===== config.mk =====
export PLATFORM = sky130hd
export DESIGN_NAME = led_driver_serial_command_sequencer_unit
export DESIGN_NICKNAME = d
export VERILOG_FILES = /design/src/hdl/ldsc_pkg.sv /design/src/hdl/ldsc_front.sv /design/src/hdl/ldsc_cmd_fifo.sv /design/src/hdl/ldsc_back.sv /design/src/hdl/led_driver_serial_command_sequencer_unit.sv
export SDC_FILE = /design/constraint.sdc
export NUM_CORES = 1
export LEC_CHECK = 0
export ABC_AREA = 1
export BUFFER_PORTS_ARGS = -buffer_cell sky130_fd_sc_hd__buf_2
export CAP_MARGIN = 20
export CELL_PAD_IN_SITES_DETAIL_PLACEMENT = 0
export CELL_PAD_IN_SITES_GLOBAL_PLACEMENT = 2
export CORE_MARGIN = 3
export CORE_UTILIZATION = 35
export CTS_BUF_LIST = sky130_fd_sc_hd__clkbuf_8
export DETAILED_ROUTE_END_ITERATION = 6
export GPL_ROUTABILITY_DRIVEN = 0
export HOLD_SLACK_MARGIN = 0.15
export PLACE_DENSITY = 0.75
export SKIP_LAST_GASP = 1
export SLEW_MARGIN = 10
export SYNTH_ARGS = -nofsm -noshare
export SYNTH_HDL_FRONTEND = slang
export SYNTH_SLANG_ARGS = --single-unit

===== constraint.sdc =====
create_clock -name i_clk -period 4.6 [get_ports i_clk]
set_input_delay 0 -clock i_clk [delete_from_list [all_inputs] [get_ports i_clk]]
set_output_delay 0 -clock i_clk [all_outputs]
set_load 0.05 [all_outputs]

===== src/hdl/ldsc_pkg.sv =====
// Shared types and constants for the LED driver serial command sequencer.
// No dependencies; every other file in hdl/ refers to this package by scoped names.
`timescale 1ns / 1ps

package ldsc_pkg;

    // Command codes on the action port
    typedef enum logic [1:0] {
        ACT_GRAY  = 2'd0,
        ACT_VSYNC = 2'd1,
        ACT_CFG1  = 2'd2,
        ACT_CFG2  = 2'd3
    } t_action;

    localparam int          WORD_W       = 16;
    localparam int          IDX_W        = 5;      // pulse index, up to 30 pulses
    localparam int          GRAY_BITS    = 14;
    localparam logic [15:0] CFG2_FORCED  = 16'h1010;
    localparam logic [4:0]  PRE_CFG      = 5'd14;  // LE-high preamble of config words
    localparam logic [4:0]  PRE_VSYNC    = 5'd3;
    localparam logic [4:0]  LAST_GRAY    = 5'd15;
    localparam logic [4:0]  LAST_VSYNC   = 5'd2;
    localparam logic [4:0]  LAST_CFG     = 5'd29;
    localparam logic [4:0]  LE_AT_GRAY   = 5'd15;
    localparam logic [4:0]  LE_AT_CFG1   = 5'd26;  // last four bits with LE high
    localparam logic [4:0]  LE_AT_CFG2   = 5'd22;  // last eight bits with LE high

    // Pulse plan of one command, handed from front to back
    typedef struct packed {
        logic [WORD_W-1:0] word;      // data bits, sent MSB first after the preamble
        logic [IDX_W-1:0]  pre_len;   // pulses that carry the held level with LE high
        logic [IDX_W-1:0]  le_at;     // first pulse index of the data part with LE high
        logic [IDX_W-1:0]  last_idx;  // index of the final pulse
    } t_desc;

endpackage


===== src/hdl/ldsc_front.sv =====
// Front end: classifies an incoming command into a pulse plan.
// Depends on ldsc_pkg.
`timescale 1ns / 1ps

module ldsc_front (
    input  logic [1:0]            i_action,
    input  logic [15:0]           i_value,
    output ldsc_pkg::t_desc       o_desc
);

    ldsc_pkg::t_action action;

    always_comb begin
        action = ldsc_pkg::t_action'(i_action);
        o_desc = '0;
        case (action)
            ldsc_pkg::ACT_GRAY: begin
                // 14 bits then two zero pulses; LE on the last one
                o_desc.word     = {i_value[ldsc_pkg::GRAY_BITS-1:0], 2'b00};
                o_desc.pre_len  = '0;
                o_desc.le_at    = ldsc_pkg::LE_AT_GRAY;
                o_desc.last_idx = ldsc_pkg::LAST_GRAY;
            end
            ldsc_pkg::ACT_VSYNC: begin
                o_desc.word     = '0;
                o_desc.pre_len  = ldsc_pkg::PRE_VSYNC;
                o_desc.le_at    = ldsc_pkg::LAST_CFG;
                o_desc.last_idx = ldsc_pkg::LAST_VSYNC;
            end
            ldsc_pkg::ACT_CFG1: begin
                o_desc.word     = i_value;
                o_desc.pre_len  = ldsc_pkg::PRE_CFG;
                o_desc.le_at    = ldsc_pkg::LE_AT_CFG1;
                o_desc.last_idx = ldsc_pkg::LAST_CFG;
            end
            ldsc_pkg::ACT_CFG2: begin
                o_desc.word     = i_value | ldsc_pkg::CFG2_FORCED;
                o_desc.pre_len  = ldsc_pkg::PRE_CFG;
                o_desc.le_at    = ldsc_pkg::LE_AT_CFG2;
                o_desc.last_idx = ldsc_pkg::LAST_CFG;
            end
            default: begin
                o_desc = '0;
            end
        endcase
    end

endmodule


===== src/hdl/ldsc_cmd_fifo.sv =====
// Two-entry queue of pulse plans between front and back.
// Depends on ldsc_pkg.
`timescale 1ns / 1ps

module ldsc_cmd_fifo (
    input  logic             i_clk,
    input  logic             i_rst_n,
    input  logic             i_wr,
    input  ldsc_pkg::t_desc  i_wr_desc,
    output logic             o_full,
    input  logic             i_rd,
    output ldsc_pkg::t_desc  o_rd_desc,
    output logic             o_valid
);

    ldsc_pkg::t_desc r_mem [2];
    logic            r_wr_ptr;
    logic            r_rd_ptr;
    logic [1:0]      r_count;

    assign o_full    = (r_count == 2'd2);
    assign o_valid   = (r_count != 2'd0);
    assign o_rd_desc = r_mem[r_rd_ptr];

    always_ff @(posedge i_clk) begin
        if (!i_rst_n) begin
            r_wr_ptr <= 1'b0;
            r_rd_ptr <= 1'b0;
            r_count  <= 2'd0;
        end else begin
            if (i_wr) begin
                r_mem[r_wr_ptr] <= i_wr_desc;
                r_wr_ptr        <= ~r_wr_ptr;
            end
            if (i_rd) begin
                r_rd_ptr <= ~r_rd_ptr;
            end
            case ({i_wr, i_rd})
                2'b10:   r_count <= r_count + 2'd1;
                2'b01:   r_count <= r_count - 2'd1;
                default: r_count <= r_count;
            endcase
        end
    end

endmodule


===== src/hdl/ldsc_back.sv =====
// Back end: plays out one pulse plan per command, one pulse per cycle unless stalled,
// into an output register. Keeps the held data level. Depends on ldsc_pkg.
`timescale 1ns / 1ps

module ldsc_back (
    input  logic             i_clk,
    input  logic             i_rst_n,
    input  logic             i_valid,
    input  ldsc_pkg::t_desc  i_desc,
    output logic             o_take,
    output logic             o_empty,
    input  logic             i_pop,
    output logic             o_sdi,
    output logic             o_le,
    output logic             o_last
);

    ldsc_pkg::t_desc                   r_desc;
    logic [ldsc_pkg::WORD_W-1:0]       r_shift;
    logic [ldsc_pkg::IDX_W-1:0]        r_idx;
    logic                              r_busy;
    logic                              r_held;
    logic                              r_out_valid;

    logic cur_pre;
    logic pulse_sdi;
    logic pulse_le;
    logic pulse_last;
    logic emit;

    always_comb begin
        cur_pre    = (r_idx < r_desc.pre_len);
        pulse_sdi  = cur_pre ? r_held : r_shift[ldsc_pkg::WORD_W-1];
        pulse_le   = cur_pre ? 1'b1 : (r_idx >= r_desc.le_at);
        pulse_last = (r_idx == r_desc.last_idx);
        emit       = r_busy && (!r_out_valid || i_pop);
        o_take     = i_valid && (!r_busy || (emit && pulse_last));
    end

    assign o_empty = !r_out_valid;

    always_ff @(posedge i_clk) begin
        if (!i_rst_n) begin
            r_busy      <= 1'b0;
            r_held      <= 1'b0;
            r_out_valid <= 1'b0;
        end else begin
            if (emit) begin
                o_sdi  <= pulse_sdi;
                o_le   <= pulse_le;
                o_last <= pulse_last;
                r_held <= pulse_sdi;
            end
            // a new plan replaces the finished one in the cycle of its last pulse
            if (o_take) begin
                r_desc  <= i_desc;
                r_shift <= i_desc.word;
                r_idx   <= '0;
                r_busy  <= 1'b1;
            end else begin
                if (emit) begin
                    r_idx <= r_idx + ldsc_pkg::IDX_W'(1);
                    if (!cur_pre) begin
                        r_shift <= {r_shift[ldsc_pkg::WORD_W-2:0], 1'b0};
                    end
                end
                if (emit && pulse_last) begin
                    r_busy <= 1'b0;
                end
            end
            if (emit) begin
                r_out_valid <= 1'b1;
            end else if (i_pop) begin
                r_out_valid <= 1'b0;
            end
        end
    end

endmodule


===== src/hdl/led_driver_serial_command_sequencer_unit.sv =====
// Top level of the LED driver serial command sequencer (data/clock/latch serial link).
// Depends on ldsc_pkg, ldsc_front, ldsc_cmd_fifo and ldsc_back.
`timescale 1ns / 1ps
//
//  channel  | direction | handshake            | word
//  ---------+-----------+----------------------+------------------------------
//  command  | in        | push / full          | i_action[1:0], i_value[15:0]
//  pulse    | out       | empty / pop          | o_sdi, o_le, o_last
//
// Each command yields one pulse word per cycle unless stalled: 16 for grayscale,
// 3 for vsync, 30 for either config word. The back sequencer is the limit; a queued
// next command loads with the previous last pulse and, unstalled, follows it directly.
// A two-entry queue lets commands be pushed while an earlier one still plays out.
// Reset (synchronous, active low) empties the queue and output register and
// clears the held data level. A stalled pulse holds in the output register.

module led_driver_serial_command_sequencer_unit (
    input  logic        i_clk,
    input  logic        i_rst_n,
    input  logic        push,
    output logic        full,
    input  logic [1:0]  i_action,
    input  logic [15:0] i_value,
    output logic        empty,
    input  logic        pop,
    output logic        o_sdi,
    output logic        o_le,
    output logic        o_last
);

    ldsc_pkg::t_desc front_desc;
    ldsc_pkg::t_desc queue_desc;
    logic            queue_valid;
    logic            back_take;

    // Classify the command into a pulse plan
    ldsc_front u_front (
        .i_action (i_action),
        .i_value  (i_value),
        .o_desc   (front_desc)
    );

    // Hold plans until the back end is free
    ldsc_cmd_fifo u_fifo (
        .i_clk     (i_clk),
        .i_rst_n   (i_rst_n),
        .i_wr      (push && !full),
        .i_wr_desc (front_desc),
        .o_full    (full),
        .i_rd      (back_take),
        .o_rd_desc (queue_desc),
        .o_valid   (queue_valid)
    );

    // Advance through the pulses of the current plan
    ldsc_back u_back (
        .i_clk   (i_clk),
        .i_rst_n (i_rst_n),
        .i_valid (queue_valid),
        .i_desc  (queue_desc),
        .o_take  (back_take),
        .o_empty (empty),
        .i_pop   (pop),
        .o_sdi   (o_sdi),
        .o_le    (o_le),
        .o_last  (o_last)
    );

endmodule

* Word-level counts from Yosys, hierarchy flattened
Memory sizes are Yosys's and may differ from the RTL's. A register that Yosys moved wholly into a read port is not among the register bits.
Cells that the tools add are included.
** Storage, ports and cells
- Memory bits (writable) :: 62
- Memories kept :: 1
- Output and inout port bits :: 5
- Bits in registers :: 46
- Bits of input ports :: 22
** Operators by class
- $add $sub $neg :: 3
- $lt $le $gt $ge :: 2
- Reduce and logical (&&, ||, !) cells :: 19
- Multiplexer cells :: 16
- Eq/ne operators :: 8
- Bitwise logic cells :: 2
** Memories
- u_fifo.r_mem :: words 2, width 31, read ports 1, clocked after memory_dff 1, wr ports 1, line ldsc_cmd_fifo.sv:16 : ldsc_pkg::t_desc r_mem [2];
** Operators with widths (number)
- $pmux W31 S4 :: 1
- $mux W16 :: 3
- $mux W1 :: 10
- $reduce_bool A2 Y1 :: 5
- $eq A2 B2 Y1 const B :: 4
- $reduce_and A2 Y1 :: 3
- $add A5 B1 Y5 const B :: 1
- $eq A5 B5 Y1 :: 1
- $ge A5 B5 Y1 :: 1
- $lt A5 B5 Y1 :: 1
- $mux W5 :: 1
- $eq A2 B1 Y1 const B :: 2
- $logic_and A1 B1 Y1 :: 4
- $pmux W2 S2 :: 1
- $logic_not A1 Y1 :: 3
- $reduce_and A3 Y1 :: 1
- $add A2 B1 Y2 const B :: 1
- $logic_not A2 Y1 :: 1
- $logic_or A1 B1 Y1 :: 2
- $ne A2 B2 Y1 const B :: 1
- $not A1 Y1 :: 2
- $sub A2 B1 Y2 const B :: 1

* Depth between registers and ports, before layout
- Depth in word-level cells :: 8
- Gate-level depth with buffers :: 13
- Mapped depth without buffers :: 13

* Hierarchy
A second synthesis with hierarchy kept.
** Second synthesis, totals
- Cell total of the unflattened synthesis :: 393
- Area total of the unflattened synthesis :: 4804.6 µm²
** By module, submodules not included
- ldsc_cmd_fifo :: times used 1, cells each 130, area each 2474.9 µm², seq. area each 1961.9 µm²
- ldsc_back :: times used 1, cells each 194, area each 2003.2 µm², seq. area each 1231.2 µm²
- ldsc_front :: times used 1, cells each 67, area each 316.6 µm², seq. area each 0.0 µm²
- led_driver_serial_command_sequencer_unit :: times used 1, cells each 2, area each 10.0 µm², seq. area each 0.0 µm²

* Least setup slack after synthesis
OpenSTA, ideal clock, no wires.
- Path kind :: register to register
- From :: register u_back.r_out_valid
- To :: register u_back.r_shift[0] (netlist bit), enable pin
- Setup slack :: 1624 ps
- Arrival :: 2562 ps
- Clock period less this slack :: 2976 ps
- Data required time :: 4186 ps
- Cell stages (with the launch flop) :: 6
- Library setup time :: 414 ps
- Path buffers :: 0
- Cell sequence :: dfxtp_1 > inv_1 > nor2_1 > nor3_1 > a31o_2 > a21boi_0
** On the way
- Cells in the longest elaborated chain, start to end :: 8
- Elaborated cells on any way between the ends :: 9
- Those cells by class :: eq/ne (1); reduce/logical (8)
** Ends and longest elaborated chain
- from (decl) :: line ldsc_back.sv:23 : logic r_out_valid;
- from (signal assigned) :: line ldsc_back.sv:46 : r_out_valid <= 1'b0;
- from (signal assigned) :: line ldsc_back.sv:72 : r_out_valid <= 1'b1;
- from (signal assigned) :: line ldsc_back.sv:74 : r_out_valid <= 1'b0;
- $logic_not A1 Y1 *
- net empty :: line led_driver_serial_command_sequencer_unit.sv:24 : output logic empty,
- $logic_or A1 B1 Y1 * :: line ldsc_back.sv:36 : emit = r_busy && (!r_out_valid || i_pop);
- $logic_and A1 B1 Y1 * :: line ldsc_back.sv:36
- $logic_and A1 B1 Y1 :: line ldsc_back.sv:37 : o_take = i_valid && (!r_busy || (emit && pulse_last));
- $logic_or A1 B1 Y1 :: line ldsc_back.sv:37
- $logic_and A1 B1 Y1 :: line ldsc_back.sv:37
- $ne A2 B2 Y1 (no line) / $reduce_bool A2 Y1 (equally long branches)
- $reduce_and A3 Y1 (no line) *
- to (signal assigned) :: line ldsc_back.sv:57 : r_shift <= i_desc.word;
- to (signal assigned) :: line ldsc_back.sv:64 : r_shift <= {r_shift[ldsc_pkg::WORD_W-2:0], 1'b0};
- to (decl) :: line ldsc_back.sv:19 : logic [ldsc_pkg::WORD_W-1:0] r_shift;
Mark *: on every way through the listed nets, which the timed path passes. The rest lies on a longest branch.
A chain may end at the register's enable or synchronous reset.

* Worst setup path in the final report
- From :: register u_back.r_idx[2] (netlist bit)
- To :: register u_fifo.r_count[1]
** On the way
- Cells in the longest elaborated chain, start to end :: 6
- Elaborated cells on any way between the ends :: 8
- Those cells by class :: eq/ne (3); mux (1); reduce/logical (4)
** Ends and longest elaborated chain
- from (decl) :: line ldsc_back.sv:20 : logic [ldsc_pkg::IDX_W-1:0] r_idx;
- from (signal assigned) :: line ldsc_back.sv:62 : r_idx <= r_idx + ldsc_pkg::IDX_W'(1);
- $eq A5 B5 Y1 * :: line ldsc_back.sv:35 : pulse_last = (r_idx == r_desc.last_idx);
- $logic_and A1 B1 Y1 * :: line ldsc_back.sv:37
- $logic_or A1 B1 Y1 * :: line ldsc_back.sv:37
- $logic_and A1 B1 Y1 * :: line ldsc_back.sv:37
- net back_take :: line led_driver_serial_command_sequencer_unit.sv:34 : logic back_take;
- $eq A2 B1 Y1 / $eq A2 B2 Y1 (equally long branches) :: line ldsc_cmd_fifo.sv:38 : case ({i_wr, i_rd})
- $pmux W2 S2 / $reduce_bool A2 Y1 (equally long branches)
- to (signal assigned) :: line ldsc_cmd_fifo.sv:39 : 2'b10: r_count <= r_count + 2'd1;
- to (signal assigned) :: line ldsc_cmd_fifo.sv:40 : 2'b01: r_count <= r_count - 2'd1;
- to (signal assigned) :: line ldsc_cmd_fifo.sv:41 : default: r_count <= r_count;
- to (decl) :: line ldsc_cmd_fifo.sv:19 : logic [1:0] r_count;
Marked as above.

==> impl_metrics.ini <==
[outcome]
outcome = finished clean

[flow_run]
maxCapViolCount = 0

[synth]
syn_nets = 350
syn_area_per_cell_um2 = 11.82
seq_area_frac_synth_pct = 65.80
synth_edf_count = 77
syn-cell-area_um2 = 3757
ys_warn_count = 0
synth-main-ff-cell = edfxtp_1
syn-instance-count = 318
async_reset_ff_share_pct = 0
synth_cell_type_count = 28
ys_ff_latch = 85

[pwr]
powerDensity_nw_per_um2 = 561.0
leakagePower_nw = 1.810
ir_drop_uv = 229.7

[critical_path]
worstSetupStartpointType = register
crit_required_ns = 4.84
rr_worst_depth = 13
worst-path-buf-inv = 2
cp-startpoint = u_back.r_idx[2]
worstSetupEndpointType = register
rrSetupSlack_ns = 2.09
arrival_ns = 2.75
slowest_stage = edfxtp_1
crit_fanout = 35
slowest_delay_ns = 0.51
endpoint = u_fifo.r_count[1]
regToRegStartpoint = u_back.r_idx[2]
critical_path_depth = 13
r2r_end = u_fifo.r_count[1]
critPathKind = reg2reg
crit_chain = nand2_1, inv_1, nor2_1, nor2_1, nand3_1, nand2_2, nand2_4, inv_1, ha_1, a21oi_1, o21ai_0, o21ai_0, a21oi_1
cpLargestDelayFamily = simple AND/OR/NAND/NOR gates

[timing]
finalSetupViolCount = 0
timing.setup.tns_ns = 0
maxSlewViolCount = 0
rsz0062_at_grt = false
worst_slew_pin_slew_ns = 0.5835
fmax_mhz = 397.9
skew_ns = 0.009945
period_share_pct = 54.63
max_slew_margin_pct = 60.95
hold_viol = 0
fin_crit_ns = 2.513

[floorplan]
core_area_um2 = 10370
dieArea_um2 = 12010
start_util_pct = 36.23
rows = 37
die_width_um = 109.6
fp.dieH_um = 109.6
ios = 27

[layout]
nets = 408
utilization_pct = 43.29
area_growth_pct = 19.48
antennaDiodeCount = 0
drive_gt1_share_pct = 18.37

[global_route]
grt_pass1_wl_mm = 10.74
antenna_found_initial = 0
grt_max_degree = 36
first_global_vias = 2191
grt_use_total_pct = 11.94
grt.overflow.total = 0

[clock_tree]
h-tree-depth = 3
cts_root_buf = clkbuf_8
clock_sinks = 85
clockBufferDepth = 2
insertion_delay_ns = 0.35
numCtsBuffers = 9
cts_tree = built
clkTransAtPathRegs_ns = 0.09

[hold_path]
hp-class = in2reg

[drt]
vias = 2308
routed_wl_mm = 6.656
drcViolationCount = 0
viasPerCell = 4.464
drt_first_iter_violations = 79
drt-pass1-iter-count = 4
ant_nets = 0
wl_per_cell_um = 12.87

[placement]
dpl.hpwl_mm = 4.369
numPortBuffers = 26
[layout make-up]
class	count	area, µm²
Sequential cell	85	2472
Fill cell	998	5881
Inverter	42	157.7
Multi-Input combinational cell	181	1067
Tap cell	136	170.2
Timing Repair Buffer	57	430.4
Clock buffer	9	123.9
Clock inverter	7	67.56
[power by group]
group | leakage (nW) | total [mW] | switching (mW) | internal (mW)
logic | 0.935 | 0.822 | 0.526 | 0.296
clock network | 0.0980 | 0.512 | 0.264 | 0.248
registers | 0.778 | 1.18 | 0.0885 | 1.10
[metrics by stage]
stage / instances / setup slack, ns / power [mW] / instance area (µm²) / hold slack (ns)
floorplan: 318 / 1.624 / 1.852 / 3757 / 0.1384
global placement: 474 / 2.158 / 2.022 / 4028 / 0.2972
detailed placement: 474 / 2.077 / 2.023 / 4028 / 0.3037
CTS: 517 / 2.065 / 2.560 / 4489 / 0.4604
global route: 517 / 1.866 / 2.697 / 4489 / 0.4911
finish: 517 / 2.087 / 2.518 / 4489 / 0.4785
[state kept, by name, summed over array words and instances, names as in the netlist, 2 cells and up, named ones only]
name / cells
u_back.r_idx: 5
u_back.r_shift: 16
u_fifo.r_mem: 46
u_fifo.r_count: 2
u_back.r_desc: 7
[cells in the mapped netlist, types with 8 or more instances]
library cell / instances / share of area, %
dfxtp_1: 8 / 4.3
inv_1: 41 / 4.1
edfxtp_1: 77 / 62
o21ai_2: 15 / 3.5
ha_1: 10 / 3.3
mux2i_1: 15 / 4.0
o22ai_1: 8 / 1.3
nand3_1: 8 / 1.1
nor2_1: 30 / 3.0
o21ai_0: 10 / 1.3
nand2_1: 61 / 6.1
[logic make-up (layout without fill, tap and decap cells)]
logic type | count (synthesis) | count (layout) | synth area share, %
AO/OA/AOI/OAI | 44 | 44 | 8.259
XOR/XNOR | 4 | 4 | 0.9326
adder cells (fa/ha/maj) | 10 | 10 | 3.330
buffers and inverters | 52 | 115 | 5.927
flip-flops | 85 | 85 | 65.80
multiplexers | 15 | 15 | 3.996
AND/OR/NAND/NOR | 108 | 108 | 11.76
[per-layer routing]
layer	vias to the layer above	track usage, %	wire length (µm)
li1	1204	-	-
met1	1062	16.05	3329
met2	33	18.79	3054
met3	9	1.938	149
met4	0	5.877	123
met5	-	0	0
[worst min path at each step]
stage          slack (ns)             endpoint  depth (start not counted)        from
2_1_floorplan        0.14    u_fifo.r_count[1]                          2     i_rst_n
3_3_place_gp         0.30  u_fifo.r_mem[0][16]                          3  i_value[1]
3_5_place_dp         0.30    u_fifo.r_count[1]                          3     i_rst_n
4_1_cts              0.46   u_back.r_out_valid                          5         pop
5_1_grt              0.49   u_back.r_out_valid                          5         pop
6_report             0.48   u_back.r_out_valid                          5         pop
[worst min-delay path: stages]
cell,delay (ns)
dlygate4sd3_1,0.52
buf_2,0.09
nor2_1,0.05
nor2_1,0.08
nor2_1,0.04
[timing repair]
action,4_1_cts,5_1_grt
hold buffers,27,0
setup buffers,0,0
hold endpoints to repair,49,0
resized for setup,0,0
[layout by cell type (no fill, tap or decap), types with 2 or more instances in the layout]
cell and instances:
edfxtp_1 77, nand2_1 61, inv_1 42, nor2_1 28, dlygate4sd3_1 27, buf_2 26, mux2i_1 15, o21ai_2 15
o21ai_0 10, ha_1 10, clkbuf_8 9, nand3_1 8, o22ai_1 8, dfxtp_1 8, a21oi_1 4, buf_4 4
nand2_2 3, xor2_1 3, nand4_1 2, o221ai_1 2, nor2_2 2, a21oi_2 2, clkinv_4 2
(Power assumes the default switching activity.)
